**src/hdl/tams_pkg.sv**
```systemverilog
`timescale 1ns / 1ps
// ----------------------------------------------------------------------------
// tams_pkg: shared types and constants
// Field widths, servo arithmetic constants and the controller to datapath
// command and status structs of the moving average servo block.
// ----------------------------------------------------------------------------
package tams_pkg;

    localparam int ACC_W    = 16;
    localparam int PULSE_W  = 12;
    localparam int HELD_W   = 5;
    localparam int CFG_W    = 5;
    localparam int ANGLE_W  = 8;

    localparam logic [CFG_W-1:0] WINDOW_RESET = 5'd10;

    localparam logic signed [ACC_W-1:0] ONE_G     = 16'sd16384;
    localparam logic signed [ACC_W-1:0] NEG_ONE_G = -16'sd16384;
    localparam logic [6:0]  ANGLE_HALF  = 7'd90;
    // Pulse step per degree is 100/9 us, scaled by 2^16 and rounded up.
    localparam logic [19:0] PULSE_RECIP = 20'd728178;
    localparam int          RECIP_SHIFT = 16;
    localparam logic [PULSE_W-1:0] PULSE_MIN_US = 12'd500;
    localparam logic [PULSE_W-1:0] PULSE_MAX_US = 12'd2500;

    typedef struct packed {
        logic load_in;
        logic update;
        logic div_start;
        logic div_step;
        logic mean;
        logic angle;
        logic pulse;
        logic out_load;
    } t_cmd;

    typedef struct packed {
        logic div_done;
    } t_status;

endpackage

```
**src/hdl/tams_if.sv**
```systemverilog
`timescale 1ns / 1ps
// ----------------------------------------------------------------------------
// tams_if: item channels
// Valid/ready channels for accelerometer samples and for averaged results.
// ----------------------------------------------------------------------------
interface tams_in_if import tams_pkg::*; ();
    logic                    valid;
    logic                    ready;
    logic signed [ACC_W-1:0] accel_x;
    logic signed [ACC_W-1:0] accel_y;
    logic signed [ACC_W-1:0] accel_z;

    modport source (output valid, accel_x, accel_y, accel_z, input ready);
    modport sink   (input valid, accel_x, accel_y, accel_z, output ready);
endinterface

interface tams_out_if import tams_pkg::*; ();
    logic                    valid;
    logic                    ready;
    logic signed [ACC_W-1:0] mean_x;
    logic signed [ACC_W-1:0] mean_y;
    logic signed [ACC_W-1:0] mean_z;
    logic [PULSE_W-1:0]      servo_pulse_us;
    logic [HELD_W-1:0]       samples_held;

    modport source (output valid, mean_x, mean_y, mean_z, servo_pulse_us, samples_held,
                    input ready);
    modport sink   (input valid, mean_x, mean_y, mean_z, servo_pulse_us, samples_held,
                    output ready);
endinterface

```
**src/hdl/tams_ctrl.sv**
```systemverilog
`timescale 1ns / 1ps
// ----------------------------------------------------------------------------
// tams_ctrl: sequencing controller
// Steps one item through ring update, serial division and servo mapping,
// and owns the input ready and the output valid.
// ----------------------------------------------------------------------------
module tams_ctrl import tams_pkg::*; (
    input  logic    i_clk,
    input  logic    i_rst_n,
    input  logic    i_in_valid,
    output logic    o_in_ready,
    output logic    o_out_valid,
    input  logic    i_out_ready,
    input  t_status i_status,
    output t_cmd    o_cmd
);

    typedef enum logic [2:0] {
        S_IDLE, S_UPDATE, S_DSTART, S_DIV, S_MEAN, S_ANGLE, S_PULSE, S_DONE
    } t_state;

    t_state r_state, n_state;
    logic   r_out_valid, n_out_valid;
    logic   w_slot_free;

    assign w_slot_free = !r_out_valid || i_out_ready;
    assign o_in_ready  = (r_state == S_IDLE);
    assign o_out_valid = r_out_valid;

    always_comb begin
        n_state     = r_state;
        n_out_valid = r_out_valid;
        o_cmd       = '0;
        if (r_out_valid && i_out_ready) begin
            n_out_valid = 1'b0;
        end
        case (r_state)
            S_IDLE: begin
                if (i_in_valid) begin
                    o_cmd.load_in = 1'b1;
                    n_state       = S_UPDATE;
                end
            end
            S_UPDATE: begin
                o_cmd.update = 1'b1;
                n_state      = S_DSTART;
            end
            S_DSTART: begin
                o_cmd.div_start = 1'b1;
                n_state         = S_DIV;
            end
            S_DIV: begin
                o_cmd.div_step = 1'b1;
                if (i_status.div_done) begin
                    n_state = S_MEAN;
                end
            end
            S_MEAN: begin
                o_cmd.mean = 1'b1;
                n_state    = S_ANGLE;
            end
            S_ANGLE: begin
                o_cmd.angle = 1'b1;
                n_state     = S_PULSE;
            end
            S_PULSE: begin
                o_cmd.pulse = 1'b1;
                n_state     = S_DONE;
            end
            S_DONE: begin
                if (w_slot_free) begin
                    o_cmd.out_load = 1'b1;
                    n_out_valid    = 1'b1;
                    n_state        = S_IDLE;
                end
            end
            default: begin
                n_state = S_IDLE;
            end
        endcase
    end

    always_ff @(posedge i_clk) begin
        if (!i_rst_n) begin
            r_state     <= S_IDLE;
            r_out_valid <= 1'b0;
        end else begin
            r_state     <= n_state;
            r_out_valid <= n_out_valid;
        end
    end

endmodule

```
**src/hdl/tams_datapath.sv**
```systemverilog
`timescale 1ns / 1ps
// ----------------------------------------------------------------------------
// tams_datapath: window storage and arithmetic
// Sample ring, running sums, three serial dividers, servo mapping and the
// output payload register.
// ----------------------------------------------------------------------------
module tams_datapath import tams_pkg::*; #(
    parameter int MAX_WINDOW = 16
) (
    input  logic                    i_clk,
    input  logic                    i_rst_n,
    input  logic                    i_cfg_we,
    input  logic [CFG_W-1:0]        i_cfg_wdata,
    input  t_cmd                    i_cmd,
    output t_status                 o_status,
    input  logic signed [ACC_W-1:0] i_accel_x,
    input  logic signed [ACC_W-1:0] i_accel_y,
    input  logic signed [ACC_W-1:0] i_accel_z,
    output logic signed [ACC_W-1:0] o_mean_x,
    output logic signed [ACC_W-1:0] o_mean_y,
    output logic signed [ACC_W-1:0] o_mean_z,
    output logic [PULSE_W-1:0]      o_servo_pulse_us,
    output logic [HELD_W-1:0]       o_samples_held
);

    localparam int CW  = $clog2(MAX_WINDOW + 1);
    localparam int PW  = $clog2(MAX_WINDOW);
    localparam int SW  = ACC_W + $clog2(MAX_WINDOW) + 1;
    localparam int DCW = $clog2(SW);

    logic [CFG_W-1:0]        r_window_length;
    logic [PW-1:0]           r_pos;
    logic [PW-1:0]           r_pos_cur;
    logic [CW-1:0]           r_fill;
    logic                    r_full;
    logic signed [SW-1:0]    r_sum [3];
    logic signed [ACC_W-1:0] r_in  [3];
    logic [3*ACC_W-1:0]      r_rd;
    logic [3*ACC_W-1:0]      r_ring [MAX_WINDOW];
    logic [CW-1:0]           r_rem [3];
    logic [SW-1:0]           r_quo [3];
    logic                    r_neg [3];
    logic [DCW-1:0]          r_cnt;
    logic signed [ACC_W-1:0] r_mean [3];
    logic [ANGLE_W-1:0]      r_angle;
    logic [PULSE_W-1:0]      r_pulse;
    logic signed [ACC_W-1:0] r_o_mean [3];
    logic [PULSE_W-1:0]      r_o_pulse;
    logic [HELD_W-1:0]       r_o_held;

    logic [CW-1:0]           w_wl;
    logic [PW-1:0]           w_pos_eff;
    logic [CW-1:0]           w_pos_inc;
    logic signed [ACC_W-1:0] w_old [3];
    logic [CW:0]             w_trial [3];
    logic                    w_qbit [3];
    logic signed [ACC_W-1:0] w_clamp;
    logic [ACC_W:0]          w_offset;
    logic [21:0]             w_angle_prod;
    logic [27:0]             w_pulse_prod;

    always_comb begin
        if (r_window_length == '0) begin
            w_wl = CW'(1);
        end else if (32'(r_window_length) > 32'(MAX_WINDOW)) begin
            w_wl = CW'(MAX_WINDOW);
        end else begin
            w_wl = CW'(r_window_length);
        end
    end

    assign w_pos_eff = (CW'(r_pos) >= w_wl) ? '0 : r_pos;
    assign w_pos_inc = CW'(r_pos_cur) + CW'(1);

    assign w_old[0] = r_rd[ACC_W-1:0];
    assign w_old[1] = r_rd[2*ACC_W-1:ACC_W];
    assign w_old[2] = r_rd[3*ACC_W-1:2*ACC_W];

    always_comb begin
        for (int i = 0; i < 3; i++) begin
            w_trial[i] = {r_rem[i], r_quo[i][SW-1]};
            w_qbit[i]  = (w_trial[i] >= (CW+1)'(r_fill));
        end
    end

    always_comb begin
        if (r_mean[0] < NEG_ONE_G) begin
            w_clamp = NEG_ONE_G;
        end else if (r_mean[0] > ONE_G) begin
            w_clamp = ONE_G;
        end else begin
            w_clamp = r_mean[0];
        end
    end

    assign w_offset     = (ACC_W+1)'(w_clamp) + (ACC_W+1)'(ONE_G);
    assign w_angle_prod = 22'(w_offset) * 22'(ANGLE_HALF);
    assign w_pulse_prod = 28'(r_angle) * 28'(PULSE_RECIP);

    assign o_status.div_done = (r_cnt == DCW'(SW - 1));

    always_ff @(posedge i_clk) begin
        if (!i_rst_n) begin
            r_window_length <= WINDOW_RESET;
            r_pos           <= '0;
            r_fill          <= '0;
            for (int i = 0; i < 3; i++) begin
                r_sum[i] <= '0;
            end
        end else if (i_cfg_we) begin
            r_window_length <= i_cfg_wdata;
            r_pos           <= '0;
            r_fill          <= '0;
            for (int i = 0; i < 3; i++) begin
                r_sum[i] <= '0;
            end
        end else if (i_cmd.update) begin
            for (int i = 0; i < 3; i++) begin
                r_sum[i] <= r_sum[i] - (r_full ? SW'(w_old[i]) : SW'(0)) + SW'(r_in[i]);
            end
            r_fill <= r_full ? w_wl : r_fill + CW'(1);
            r_pos  <= (w_pos_inc >= w_wl) ? '0 : PW'(w_pos_inc);
        end
    end

    always_ff @(posedge i_clk) begin
        if (i_cmd.load_in) begin
            r_in[0]   <= i_accel_x;
            r_in[1]   <= i_accel_y;
            r_in[2]   <= i_accel_z;
            r_pos_cur <= w_pos_eff;
            r_full    <= (r_fill >= w_wl);
            r_rd      <= r_ring[w_pos_eff];
        end
        if (i_cmd.update) begin
            r_ring[r_pos_cur] <= {r_in[2], r_in[1], r_in[0]};
        end
    end

    always_ff @(posedge i_clk) begin
        if (i_cmd.div_start) begin
            r_cnt <= '0;
            for (int i = 0; i < 3; i++) begin
                r_neg[i] <= r_sum[i][SW-1];
                r_quo[i] <= r_sum[i][SW-1] ? SW'(-r_sum[i]) : SW'(r_sum[i]);
                r_rem[i] <= '0;
            end
        end else if (i_cmd.div_step) begin
            r_cnt <= r_cnt + DCW'(1);
            for (int i = 0; i < 3; i++) begin
                r_rem[i] <= w_qbit[i] ? CW'(w_trial[i] - (CW+1)'(r_fill))
                                      : w_trial[i][CW-1:0];
                r_quo[i] <= {r_quo[i][SW-2:0], w_qbit[i]};
            end
        end
        if (i_cmd.mean) begin
            for (int i = 0; i < 3; i++) begin
                r_mean[i] <= r_neg[i] ? -$signed(r_quo[i][ACC_W-1:0])
                                      : $signed(r_quo[i][ACC_W-1:0]);
            end
        end
        if (i_cmd.angle) begin
            r_angle <= w_angle_prod[21:14];
        end
        if (i_cmd.pulse) begin
            r_pulse <= PULSE_MIN_US + w_pulse_prod[RECIP_SHIFT+PULSE_W-1:RECIP_SHIFT];
        end
        if (i_cmd.out_load) begin
            for (int i = 0; i < 3; i++) begin
                r_o_mean[i] <= r_mean[i];
            end
            r_o_pulse <= r_pulse;
            r_o_held  <= HELD_W'(r_fill);
        end
    end

    assign o_mean_x         = r_o_mean[0];
    assign o_mean_y         = r_o_mean[1];
    assign o_mean_z         = r_o_mean[2];
    assign o_servo_pulse_us = r_o_pulse;
    assign o_samples_held   = r_o_held;

endmodule

```
**src/hdl/three_axis_moving_average_servo.sv**
```systemverilog
`timescale 1ns / 1ps
// ----------------------------------------------------------------------------
// three_axis_moving_average_servo: windowed accelerometer mean and servo pulse
// Averages the last window_length samples per axis and maps mean x to a
// servo pulse width in microseconds.
// ----------------------------------------------------------------------------
// Usage:
// Samples arrive on i_in (valid/ready) and results leave on o_out. One item
// in gives exactly one result: the three means, the pulse width and the
// number of samples averaged.
// After acceptance an item passes, in order, through the ring and sum
// update, the divider load, the steps of the three bit-serial dividers
// (one per bit of the 21-bit sum at MAX_WINDOW of 16), the mean step, the
// angle and pulse steps of servo mapping and the output register load.
// The dividers take the largest share of this sequence; a new item is
// accepted only after the last one has been loaded into the output register.
// i_in.ready is high while no item is in work; a waiting result in the
// output register does not hold it low. If the receiver stalls, the block
// finishes the next item and holds it until the output register is free.
// Reset sets window_length to 10 and empties the window; writing i_cfg_wdata
// with i_cfg_we high does the same with the new length. The user does so only
// while the block is idle (not enforced). The sample ring needs no clearing.
// ----------------------------------------------------------------------------
module three_axis_moving_average_servo import tams_pkg::*; #(
    parameter int MAX_WINDOW = 16
) (
    input  logic             i_clk,
    input  logic             i_rst_n,
    input  logic             i_cfg_we,
    input  logic [CFG_W-1:0] i_cfg_wdata,
    tams_in_if.sink          i_in,
    tams_out_if.source       o_out
);

    t_cmd    w_cmd;
    t_status w_status;

    tams_ctrl u_ctrl (
        .i_clk       (i_clk),
        .i_rst_n     (i_rst_n),
        .i_in_valid  (i_in.valid),
        .o_in_ready  (i_in.ready),
        .o_out_valid (o_out.valid),
        .i_out_ready (o_out.ready),
        .i_status    (w_status),
        .o_cmd       (w_cmd)
    );

    tams_datapath #(
        .MAX_WINDOW (MAX_WINDOW)
    ) u_datapath (
        .i_clk            (i_clk),
        .i_rst_n          (i_rst_n),
        .i_cfg_we         (i_cfg_we),
        .i_cfg_wdata      (i_cfg_wdata),
        .i_cmd            (w_cmd),
        .o_status         (w_status),
        .i_accel_x        (i_in.accel_x),
        .i_accel_y        (i_in.accel_y),
        .i_accel_z        (i_in.accel_z),
        .o_mean_x         (o_out.mean_x),
        .o_mean_y         (o_out.mean_y),
        .o_mean_z         (o_out.mean_z),
        .o_servo_pulse_us (o_out.servo_pulse_us),
        .o_samples_held   (o_out.samples_held)
    );

`ifndef SYNTHESIS
    a_one_item_in_work: assert property (@(posedge i_clk) disable iff (!i_rst_n)
        (i_in.valid && i_in.ready) |=> !i_in.ready)
        else $error("A second item was accepted while one is in work.");

    a_held_in_range: assert property (@(posedge i_clk) disable iff (!i_rst_n)
        o_out.valid |-> (o_out.samples_held != '0 &&
                         32'(o_out.samples_held) <= 32'(MAX_WINDOW)))
        else $error("Result reports a sample count outside the window.");

    a_pulse_in_range: assert property (@(posedge i_clk) disable iff (!i_rst_n)
        o_out.valid |-> (o_out.servo_pulse_us >= PULSE_MIN_US &&
                         o_out.servo_pulse_us <= PULSE_MAX_US))
        else $error("Servo pulse width is outside its range.");
`endif

endmodule
```
**src/flat_wrapper.sv**
```systemverilog
// flat-port wrapper written by rule: the top's interface ports become plain ports
module three_axis_moving_average_servo_flat import tams_pkg::*;
#(
    parameter int MAX_WINDOW = 16
)
  (i_clk, i_rst_n, i_cfg_we, i_cfg_wdata, i_in_valid, i_in_accel_x, i_in_accel_y, i_in_accel_z, i_in_ready, o_out_valid, o_out_mean_x, o_out_mean_y, o_out_mean_z, o_out_servo_pulse_us, o_out_samples_held, o_out_ready);
  tams_in_if i_in_i ();
  tams_out_if o_out_i ();
  input  logic i_clk;
  input  logic i_rst_n;
  input  logic i_cfg_we;
  input  logic [CFG_W-1:0] i_cfg_wdata;
  input wire logic [$bits(i_in_i.valid)-1:0] i_in_valid;
  input wire logic [$bits(i_in_i.accel_x)-1:0] i_in_accel_x;
  input wire logic [$bits(i_in_i.accel_y)-1:0] i_in_accel_y;
  input wire logic [$bits(i_in_i.accel_z)-1:0] i_in_accel_z;
  output wire logic [$bits(i_in_i.ready)-1:0] i_in_ready;
  output wire logic [$bits(o_out_i.valid)-1:0] o_out_valid;
  output wire logic [$bits(o_out_i.mean_x)-1:0] o_out_mean_x;
  output wire logic [$bits(o_out_i.mean_y)-1:0] o_out_mean_y;
  output wire logic [$bits(o_out_i.mean_z)-1:0] o_out_mean_z;
  output wire logic [$bits(o_out_i.servo_pulse_us)-1:0] o_out_servo_pulse_us;
  output wire logic [$bits(o_out_i.samples_held)-1:0] o_out_samples_held;
  input wire logic [$bits(o_out_i.ready)-1:0] o_out_ready;
  assign i_in_i.valid = i_in_valid;
  assign i_in_i.accel_x = i_in_accel_x;
  assign i_in_i.accel_y = i_in_accel_y;
  assign i_in_i.accel_z = i_in_accel_z;
  assign i_in_ready = i_in_i.ready;
  assign o_out_valid = o_out_i.valid;
  assign o_out_mean_x = o_out_i.mean_x;
  assign o_out_mean_y = o_out_i.mean_y;
  assign o_out_mean_z = o_out_i.mean_z;
  assign o_out_servo_pulse_us = o_out_i.servo_pulse_us;
  assign o_out_samples_held = o_out_i.samples_held;
  assign o_out_i.ready = o_out_ready;
  three_axis_moving_average_servo #(.MAX_WINDOW(MAX_WINDOW)) u_core (.i_clk(i_clk), .i_rst_n(i_rst_n), .i_cfg_we(i_cfg_we), .i_cfg_wdata(i_cfg_wdata), .i_in(i_in_i), .o_out(o_out_i));
endmodule
```
**config.mk**
```make
export PLATFORM = sky130hd
export DESIGN_NAME = three_axis_moving_average_servo_flat
export DESIGN_NICKNAME = d
export VERILOG_FILES = /design/src/hdl/tams_pkg.sv /design/src/hdl/tams_if.sv /design/src/hdl/tams_ctrl.sv /design/src/hdl/tams_datapath.sv /design/src/hdl/three_axis_moving_average_servo.sv /design/src/flat_wrapper.sv
export SDC_FILE = /design/constraint.sdc
export NUM_CORES = 2
export LEC_CHECK = 0
export ABC_CLOCK_PERIOD_IN_PS = 6220
export BUFFER_PORTS_ARGS = -buffer_cell sky130_fd_sc_hd__buf_2
export CAP_MARGIN = 5
export CORE_ASPECT_RATIO = 0.7
export CORE_MARGIN = 1.5
export CORE_UTILIZATION = 45
export DETAILED_ROUTE_END_ITERATION = 7
export GPL_ROUTABILITY_DRIVEN = 0
export GPL_TIMING_DRIVEN = 0
export MAX_ROUTING_LAYER = met4
export SKIP_CTS_REPAIR_TIMING = 1
export SYNTH_ARGS = -nofsm -noshare
export SYNTH_HDL_FRONTEND = slang
export SYNTH_SLANG_ARGS = --single-unit
```
**constraint.sdc**
```tcl
create_clock -name i_clk -period 6.22 [get_ports i_clk]
set_clock_uncertainty 0.2 [all_clocks]
set_input_delay 1.244 -clock i_clk [delete_from_list [all_inputs] [get_ports i_clk]]
set_output_delay 1.244 -clock i_clk [all_outputs]
set_load 0.05 [all_outputs]
```
==> results.tsv <==
metric	value	unit
finalCriticalPeriod	6030	ps
die_h	297	um
p_per_area	312	mW/mm^2
synthArstFlopShare	0	%
vdd_drop_max	0.000249	V
maxSlewViolCount	0	
overflow	0	
grt_pass1_vias	32900	
placementRows	107	
worstPathArrival	6250	ps
grt_max_degree	71	
synth_seq_cells	1169	
portBuffers	123	
seq_area_frac_synth	62.7	%
path_clk_slew	60	ps
areaGrowthSynthToFinish	12.0	%
tns	0	ps
yosysWarnings	0	
initial_core_util	45.6	%
fin_crit_sh	96.9	%
synth-edff-count	1146	
cts_sinks	1169	
crit_type	reg2reg	
cp_max_fo	10	
max_stage_delay	670	ps
dr_total_vias	34000	
crit_top_cell	clkbuf_1	
status	finished, final reports clean	
dp_hpwl	99500	um
cp_slowest_cell	dfxtp_1	
ctsHtreeMaxLevel	3	
wl_per_cell	23.2	um
relSlewSlack	14.2	%
nets	4723	
cts_buffers	110	
hp-class	reg2reg	
hold-worst-slack	217	ps
clk_path_buf_depth	3	
grt_pass1_wl	211000	um
first_pass_iters	8	
synth_area_leaders	edfxtp_1, mux2_2, ha_1	
syn_inst	4101	
tightest_slew	1290	ps
syn_area	0.0556	sq mm
route.met3.wl	10100	um
critPathRequiredTime	6440	ps
track_usage	23.0	%
cpLargestDelayFamily	buffers and inverters	
hold_viol	0	
path_buf_inv	6	
drc	0	
met1_length	69600	um
synth_top_area_share	61.9	%
vias_per_cell	5.59	
path_cells	inv_2, clkbuf_1, ha_1, nand2b_1, a21o_1, a21o_1, a21oi_1, or2_2, clkbuf_1, buf_2, nand2_1, clkbuf_2, clkbuf_1, a221oi_1, o32ai_1	
p_leak	22.3	nW
max_freq	166	MHz
synth_cell_types	74	
crit_path_end_kind	register	
synth_top_flop_cell	edfxtp_1	
worstSetupStartpointType	register	
final_antenna_net_count	0	
synth_area_leader_cell	edfxtp_1	
drt_iter0_drc	3397	
drive_gt1_share	13.2	%
clk_latency	750	ps
io_pins	125	
r2r_slack	190	ps
tritoncts	done	
syn_avg_cell_area	13.6	sq um
dieArea	0.126	sq mm
wl	141000	um
maxCapViolCount	0	
wl_met2	59500	um
antenna_found_initial	6	
highest-signal-layer	met4	
clockRootBuffer	clkbuf_16	
final_util	51.0	%
setup_violations	0	
core	0.122	sq mm
rsz0062_at_grt	no	
die_w	423	um
-- synthesized netlist by cell type, types with 48 or more instances --
| cell | number |
|---|---|
| mux2_2 | 236 |
| a21oi_1 | 275 |
| nor3_1 | 51 |
| edfxtp_1 | 1146 |
| nor2_1 | 131 |
| xnor2_1 | 136 |
| o221ai_1 | 49 |
| mux2i_1 | 56 |
| a221oi_1 | 100 |
| nand2_1 | 272 |
| and2_1 | 84 |
| ha_1 | 199 |
| clkbuf_1 | 158 |
| o21ai_0 | 179 |
| o32ai_1 | 48 |
| and3_1 | 67 |
| fa_1 | 113 |
| inv_1 | 380 |
-- stage by stage --
stage	total power, mW	instance area, sq um	cells	setup WS (ps)
finish	19.4	62300	6079	192
global route	20.3	62300	6076	11.9
CTS	19.5	62300	6076	-353
detailed placement	12.8	58700	5877	-332
global placement	12.7	58300	5860	-658
floorplan	11.8	55600	4102	1120
-- worst register-to-register path, delay by kind of cell (launching register included) --
kind            cells  cell delay, ps
fa+ha+maj           1             390
compound gates      5            1210
buf+inv             6            2450
flops               1             670
simple gates        3             810
-- cell usage in the layout, fill, tap and decap left out, types with 18 or more instances in the layout --
cell,n
edfxtp_1,1146
inv_1,378
a21oi_1,275
nand2_1,271
mux2_2,236
ha_1,199
clkbuf_1,182
o21ai_0,179
xnor2_1,136
buf_2,133
nor2_1,130
fa_1,113
clkbuf_16,110
a221oi_1,100
and2_1,67
and3_1,67
mux2i_1,56
nor3_1,51
o221ai_1,49
o32ai_1,48
xor2_1,40
a21o_1,39
nor2b_1,31
nand3_1,30
o31ai_1,27
nand2b_1,25
dfxtp_1,23
clkinv_1,21
or3_1,18
-- routing by layer --
layer	vias up	global-route usage (%)
met3	139	3.85
met4	0	3.63
met2	1118	32.2
met1	17100	35.5
met5	-	-
li1	15700	-
-- power by group --
| group | total (mW) | switching, mW | internal [mW] |
|---|---|---|---|
| Combinational | 3.21 | 1.94 | 1.28 |
| Clock | 6.80 | 3.04 | 3.76 |
| Sequential | 9.42 | 0.309 | 9.11 |
| Total | 19.4 | 5.28 | 14.1 |
-- area by class of cell --
class	instances	area (sq um)
Clock buffer	136	2850
Fill cell	10500	59800
Tap cell	1635	2050
Clock inverter	63	697
Inverter	382	1440
Buffer	182	711
Antenna cell	4	10.0
Multi-Input combinational cell	2368	18700
Timing Repair Buffer	140	973
Sequential cell	1169	34900
-- path summary, 6_finish.rpt --
check                                                      from                                end  depth (start not counted)
worst min register to register  u_core.u_datapath.r_mean[0][29]  u_core.u_datapath.r_o_mean[0][29]                          0
worst max register to register       u_core.u_datapath.r_pos[0]         u_core.u_datapath.r_rd[18]                         15
worst max-delay path                 u_core.u_datapath.r_pos[0]         u_core.u_datapath.r_rd[18]                         15
worst min-delay path            u_core.u_datapath.r_mean[0][29]  u_core.u_datapath.r_o_mean[0][29]                          0
-- cell families after synthesis --
logic type               share of synthesized area, %
adder cells (fa/ha/maj)                          8.56
flip-flops                                       62.7
AND/OR/NAND/NOR                                  6.69
AO/OA/AOI/OAI                                    9.52
other                                         0.00674
multiplexers                                     5.87
XOR/XNOR                                         2.80
buffers and inverters                            3.86
-- state kept, by name, summed over array words and instances (netlist names), 5 cells and up --
name and count:
u_core.u_datapath.o_servo_pulse_us 12, u_core.u_datapath.r_sum 63, u_core.u_datapath.r_mean 48, u_core.u_datapath.r_in 48, u_core.u_datapath.r_window_length 5, u_core.u_datapath.r_pulse 12
u_core.u_datapath.o_samples_held 5, u_core.u_datapath.r_o_mean 48, u_core.u_datapath.r_ring 768, u_core.u_datapath.r_rd 48, u_core.u_datapath.r_cnt 5, u_core.u_datapath.r_quo 63
u_core.u_datapath.r_fill 5, u_core.u_datapath.r_angle 8, u_core.u_datapath.r_rem 15
Power figures use the tool's default switching activity.
